--- config.mk ---
export PLATFORM = sky130hd
export DESIGN_NAME = teabd_stage
export DESIGN_NICKNAME = d
export VERILOG_FILES = /design/src/rtl/teabd_pkg.sv /design/src/rtl/teabd_stage.sv
export SDC_FILE = /design/constraint.sdc
export NUM_CORES = 1
export LEC_CHECK = 0
export BUFFER_PORTS_ARGS = -buffer_cell sky130_fd_sc_hd__buf_4
export CORE_AREA = 5 5 134 136
export CTS_BUF_LIST = sky130_fd_sc_hd__clkbuf_8
export DETAILED_ROUTE_END_ITERATION = 12
export DIE_AREA = 0 0 139 141
export PLACE_DENSITY = 0.89
export SKIP_CTS_REPAIR_TIMING = 1
export SLEW_MARGIN = 20
export SYNTH_ARGS = -nofsm -noshare
export SYNTH_HDL_FRONTEND = slang
export SYNTH_SLANG_ARGS = --single-unit
--- constraint.sdc ---
create_clock -name clk -period 1.1 [get_ports clk]
set_input_delay 0 -clock clk [delete_from_list [all_inputs] [get_ports clk]]
set_output_delay 0 -clock clk [all_outputs]
set_load 0.01 [all_outputs]
--- src/rtl/teabd_pkg.sv ---
// Shared types, constants and helpers for the TEA block decryption pipeline.
package teabd_pkg;

    localparam int unsigned ROUNDS     = 32;
    localparam int unsigned STAGES     = 2 * ROUNDS;
    localparam logic [31:0] DELTA      = 32'h9E37_79B9;
    localparam int unsigned CFG_IDX_W  = 8;

    // Key register indexes on the configuration port
    localparam logic [CFG_IDX_W-1:0] KEY_WORD_0 = CFG_IDX_W'(0);
    localparam logic [CFG_IDX_W-1:0] KEY_WORD_1 = CFG_IDX_W'(1);
    localparam logic [CFG_IDX_W-1:0] KEY_WORD_2 = CFG_IDX_W'(2);
    localparam logic [CFG_IDX_W-1:0] KEY_WORD_3 = CFG_IDX_W'(3);

    typedef struct packed {
        logic [31:0] cipher_high;
        logic [31:0] cipher_low;
        logic        last_block;
    } cipher_t;

    typedef struct packed {
        logic [31:0] plain_high;
        logic [31:0] plain_low;
        logic        last_out;
    } plain_t;

    // Working block as it travels down the pipeline
    typedef struct packed {
        logic [31:0] left;
        logic [31:0] right;
        logic        last;
    } blk_t;

    // Per-stage control and round constants
    typedef struct packed {
        logic        advance;
        logic        upd_right;
        logic [31:0] sum;
        logic [31:0] key_a;
        logic [31:0] key_b;
    } stage_ctrl_t;

    // Running sum seen by round r: DELTA * (ROUNDS - r) modulo 2^32
    function automatic logic [31:0] round_sum(int unsigned r);
        logic [63:0] prod;
        prod = 64'(ROUNDS - r) * 64'(DELTA);
        return prod[31:0];
    endfunction

    // TEA mixing function
    function automatic logic [31:0] tea_mix(logic [31:0] v, logic [31:0] sum,
                                            logic [31:0] ka, logic [31:0] kb);
        return ((v << 4) + ka) ^ (v + sum) ^ ((v >> 5) + kb);
    endfunction

endpackage

--- src/rtl/teabd_stage.sv ---
// One registered half-round of TEA decryption.
module teabd_stage (
    input  logic                 clk,
    input  logic                 rst_n,
    input  teabd_pkg::stage_ctrl_t ctrl,
    input  logic                 valid_in,
    input  teabd_pkg::blk_t      data_in,
    output logic                 valid_out,
    output teabd_pkg::blk_t      data_out
);
    import teabd_pkg::*;

    logic        valid_reg;
    blk_t        data_reg;
    blk_t        data_next;
    logic [31:0] mix_src;
    logic [31:0] mix_val;

    // Mix the half not being updated, subtract from the other
    always_comb
    begin
        data_next = data_in;
        mix_src   = ctrl.upd_right ? data_in.left : data_in.right;
        mix_val   = tea_mix(mix_src, ctrl.sum, ctrl.key_a, ctrl.key_b);
        if (ctrl.upd_right)
        begin
            data_next.right = data_in.right - mix_val;
        end
        else
        begin
            data_next.left = data_in.left - mix_val;
        end
    end

    // Advance valid with the data; hold both on a stall
    always_ff @(posedge clk or negedge rst_n)
    begin
        if (!rst_n)
        begin
            valid_reg <= 1'b0;
        end
        else if (ctrl.advance)
        begin
            valid_reg <= valid_in;
        end
    end

    always_ff @(posedge clk)
    begin
        if (ctrl.advance)
        begin
            data_reg <= data_next;
        end
    end

    assign valid_out = valid_reg;
    assign data_out  = data_reg;

endmodule

==> metrics.txt, run 1 <==
Chip Width 139 µm; dpl hpwl 38500 µm; failing step global routing; I/O pin count 232; gp weighted congestion 1.07; synthesized cell area 10100 µm²; Clock Tree Root clkbuf_8; largest net degree at the start of global routing 43; fraction of registers with async set/reset 1.52%; Error [ERROR DPL-0038] Utilization greater than 100%, impossible to legalize; Ys Warns 0; Die H 141 µm; Syn Nets 1437; number of enable flip-flop cells after synthesis 65; H-tree Lvls 3; sequential fraction of the synthesis area 19.5%; Placed Instances 2000; Core Rows 48; CTS Buf Count 9; syn_area_per_cell 8.76 µm²; clk sinks 66; Initial Util 60.3%; Yosys cell types 78; Port Buf Inserts 231; #FFs+latches synth 66; prevailing post-synth register cell edfxtp_1; status stopped before the end; cell count after synthesis 1157; Max clock buf depth 2
==> per-stage QoR <==
stage / instance area [µm²] / setup slack (ps)
after floorplan: 10400 / -5040
after global placement: 15400 / -5170
after CTS: 15600 / -5920
after detailed placement: 15400 / -5680
==> Yosys cell counts (all sizes together), types with 21 or more instances <==
| master | number | area share, % |
|---|---|---|
| maj3 | 23 | 2.3 |
| a21oi | 76 | 3.9 |
| a21o | 53 | 3.9 |
| edfxtp | 65 | 19 |
| and2 | 23 | 1.4 |
| xor2 | 65 | 5.6 |
| nand2 | 112 | 4.1 |
| nor2 | 66 | 2.4 |
| clkbuf | 21 | 0.78 |
| o21ai | 71 | 3.6 |
| ha | 109 | 13 |
| xnor2 | 159 | 14 |
| inv | 34 | 1.3 |
==> kinds of logic after synthesis <==
logic type               count (synthesis)  share of synthesized area (%)
multiplexers                            21                           2.30
AND/OR/NAND/NOR                        303                           14.1
flip-flops                              66                           19.5
adder cells (fa/ha/maj)                137                           16.8
AO/OA/AOI/OAI                          333                           22.7
XOR/XNOR                               237                           22.4
buffers and inverters                   60                           2.22
==> inputs of run 2 (changes only) <==
--- a/config.mk
+++ b/config.mk
@@ -6,11 +6,10 @@
 export NUM_CORES = 1
 export LEC_CHECK = 0
 export BUFFER_PORTS_ARGS = -buffer_cell sky130_fd_sc_hd__buf_4
-export CORE_AREA = 5 5 134 136
-export CTS_BUF_LIST = sky130_fd_sc_hd__clkbuf_8
+export CORE_AREA = 5 5 166 168
 export DETAILED_ROUTE_END_ITERATION = 12
-export DIE_AREA = 0 0 139 141
-export PLACE_DENSITY = 0.89
+export DIE_AREA = 0 0 171 173
+export PLACE_DENSITY_LB_ADDON = 0.15
 export SKIP_CTS_REPAIR_TIMING = 1
 export SLEW_MARGIN = 20
 export SYNTH_ARGS = -nofsm -noshare
==> run 2 against run 1 <==
Against the previous run:
- the flow now finishes, with violations (negative hold slack, negative setup slack)
- area after synthesis unchanged
- synthesized cell count unchanged
==> metrics.txt, run 2 <==
Tot Pwr 43800 µW; Sum Neg Setup Slack -200330 ps; Pins Over Slew Limit 0; syn_area_per_cell 8.76 µm²; Placed Instances 2130; setup ws final -5010 ps; Port Buf Inserts 231; Setup WS pre-CTS -5550 ps; first-pass GRT wire length 55200 µm; Max clock buf depth 2; WP data required 1190 ps; number of enable flip-flop cells after synthesis 65; Worst EP arrival 6200 ps; ant diodes 0; H-tree Lvls 3; startpoint types input port; total grt overflow 0; clk sinks 66; highest-count cells in the layout ignoring fill and taps buf_4 (673), xnor2_1 (129), nand2_1 (105), ha_1 (90), edfxtp_1 (65); worst-path fanout max 6; Area growth syn-to-layout 69.7%; worst vdd ir 1.30 mV; top cells by count, synth xnor2_1 (158), nand2_1 (112), ha_1 (109), a21oi_1 (73), nor2_1 (66); P per Cell Area 2550 nW/µm²; final setup fails 64; Syn Nets 1437; vias in the first global route 10.8k; cell count after synthesis 1157; worst rel slew slack 67.0%; hold crit path type input port to asynchronous set/reset pin; area leader, netlist edfxtp_1; RSZ-0062 raised after global routing true; gp weighted congestion 0.950; top cells by area, synth edfxtp_1 (19%), xnor2_1 (14%), ha_1 (13%); fin crit period 6110 ps; Clock Tree Root clkbuf_16; Yosys cell types 78; Final ANT Viol Nets 0; GRT Overall Usage 23.2%; I/O pin count 232; Clock Skews 0 ps; Die H 173 µm; max FFs per register 65; CTS tree yes; DRC viols 0; dpl hpwl 31400 µm; synthesized cell area 10100 µm²; Largest stage delay, worst path 540 ps; Worst Setup End Kind flip-flop; Avg WL per Cell 17.5 µm; failing checks negative hold slack, negative setup slack; post-synth top area share 19.3%; prevailing post-synth register cell edfxtp_1; later-pin clock latency in the skew report 330 ps; Pre-antenna DRT Iters 5; fraction of registers with async set/reset 1.52%; DRT iter0 DRCs 719; drt via density 5.19; largest net degree at the start of global routing 44; clock transition at the registers of the reported paths 60 ps; die area 29600 µm²; most common cell after layout, fill and taps aside buf_4; layout cells sized above 1 50.2%; status finished, violations left; Ys Warns 0; Vias 11.3k; Core Box Area 25800 µm²; initial antenna violation count 0; most used cell, CP maj3_2; Static Leak 0.00817 µW; fin cells 2183; fmax 164 MHz; hold_ws -13.2 ps; Core Rows 59; #FFs+latches synth 66; final core occ 66.7%; Fillers 2131; final worst path period share 555%; sequential fraction of the synthesis area 19.5%; Crit Path Class input port to flip-flop; Post-Route WL 38200 µm; Chip Width 171 µm; Final Hold Viols 1; Worst path slowest cell fa_2; Slew @ Worst Pin 491 ps; CTS Buf Count 9; Nets 2123; Initial Util 39.3%; top-count cell post-synth xnor2_1; Max Cap Violations 0
-- run 2: logic make-up (layout without fill, tap and decap cells) --
group,Yosys count,count (layout),synth area share [%]
adders and majority gates,137,137,16.8
and+or+nand+nor,303,303,14.1
xor gates and xnor gates,237,237,22.4
DFF,66,66,19.5
muxes,21,21,2.30
buffers and inverters,60,751,2.22
AOI/OAI and AO/OA,333,333,22.7
-- run 2: per-layer routing --
layer | routed length, µm | part of all wire (%) | global-route usage [%] | vias up
met5 | 0 | 0 | 0 | -
met4 | 850 | 2.2 | 4.92 | 0
met3 | 2100 | 5.5 | 3.13 | 48
met2 | 18100 | 47 | 38.3 | 312
met1 | 17100 | 45 | 32.4 | 5330
li1 | - | - | - | 5629
-- run 2: cell type report --
class | instances | area, µm² | area share (%)
inverters | 34 | 130 | 0.757
repair buffers | 701 | 5420 | 31.6
clock inverters | 7 | 68.8 | 0.400
multi-input cells | 1031 | 8950 | 52.0
clock buffers | 9 | 225 | 1.31
well taps | 335 | 419 | 2.44
flip-flops and latches | 66 | 1980 | 11.5
-- run 2: power by group --
part | internal, µW | total, µW | switching, µW
Clock | 1750 | 2930 | 1180
Combinational | 19300 | 35900 | 16600
Sequential | 4480 | 4960 | 480
Total | 25500 | 43800 | 18300
-- run 2: critical path, delay by kind of cell --
family / cells / cell delay [ps]
AND/OR/NAND/NOR: 4 / 410
buffers and inverters: 2 / 180
AO/OA/AOI/OAI: 13 / 2860
adder cells (fa/ha/maj): 6 / 2010
XOR/XNOR: 4 / 720
-- run 2: final timing paths --
path | start | endpoint | slack, ps | depth (start not counted)
min reg2reg | valid_out | valid_out | 510 | 1
max in group asynchronous | rst_n | valid_out | 1030 | 2
max reg2reg | valid_out | valid_out | 360 | 1
min in group clk | data_in[36] | data_out[36] | 10 | 3
min | rst_n | valid_out | -10 | 2
max | ctrl[96] | data_out[64] | -5010 | 29
-- run 2: through the flow --
| step | hold slack (ps) | area, µm² |
|---|---|---|
| 2_1_floorplan | -296 | 10400 |
| 3_3_place_gp | -225 | 15700 |
| 3_5_place_dp | -224 | 15700 |
| 4_1_cts | -580 | 16000 |
| 5_1_grt | -0.451 | 17200 |
| 6_report | -13.2 | 17200 |
(Power assumes the default switching activity.)
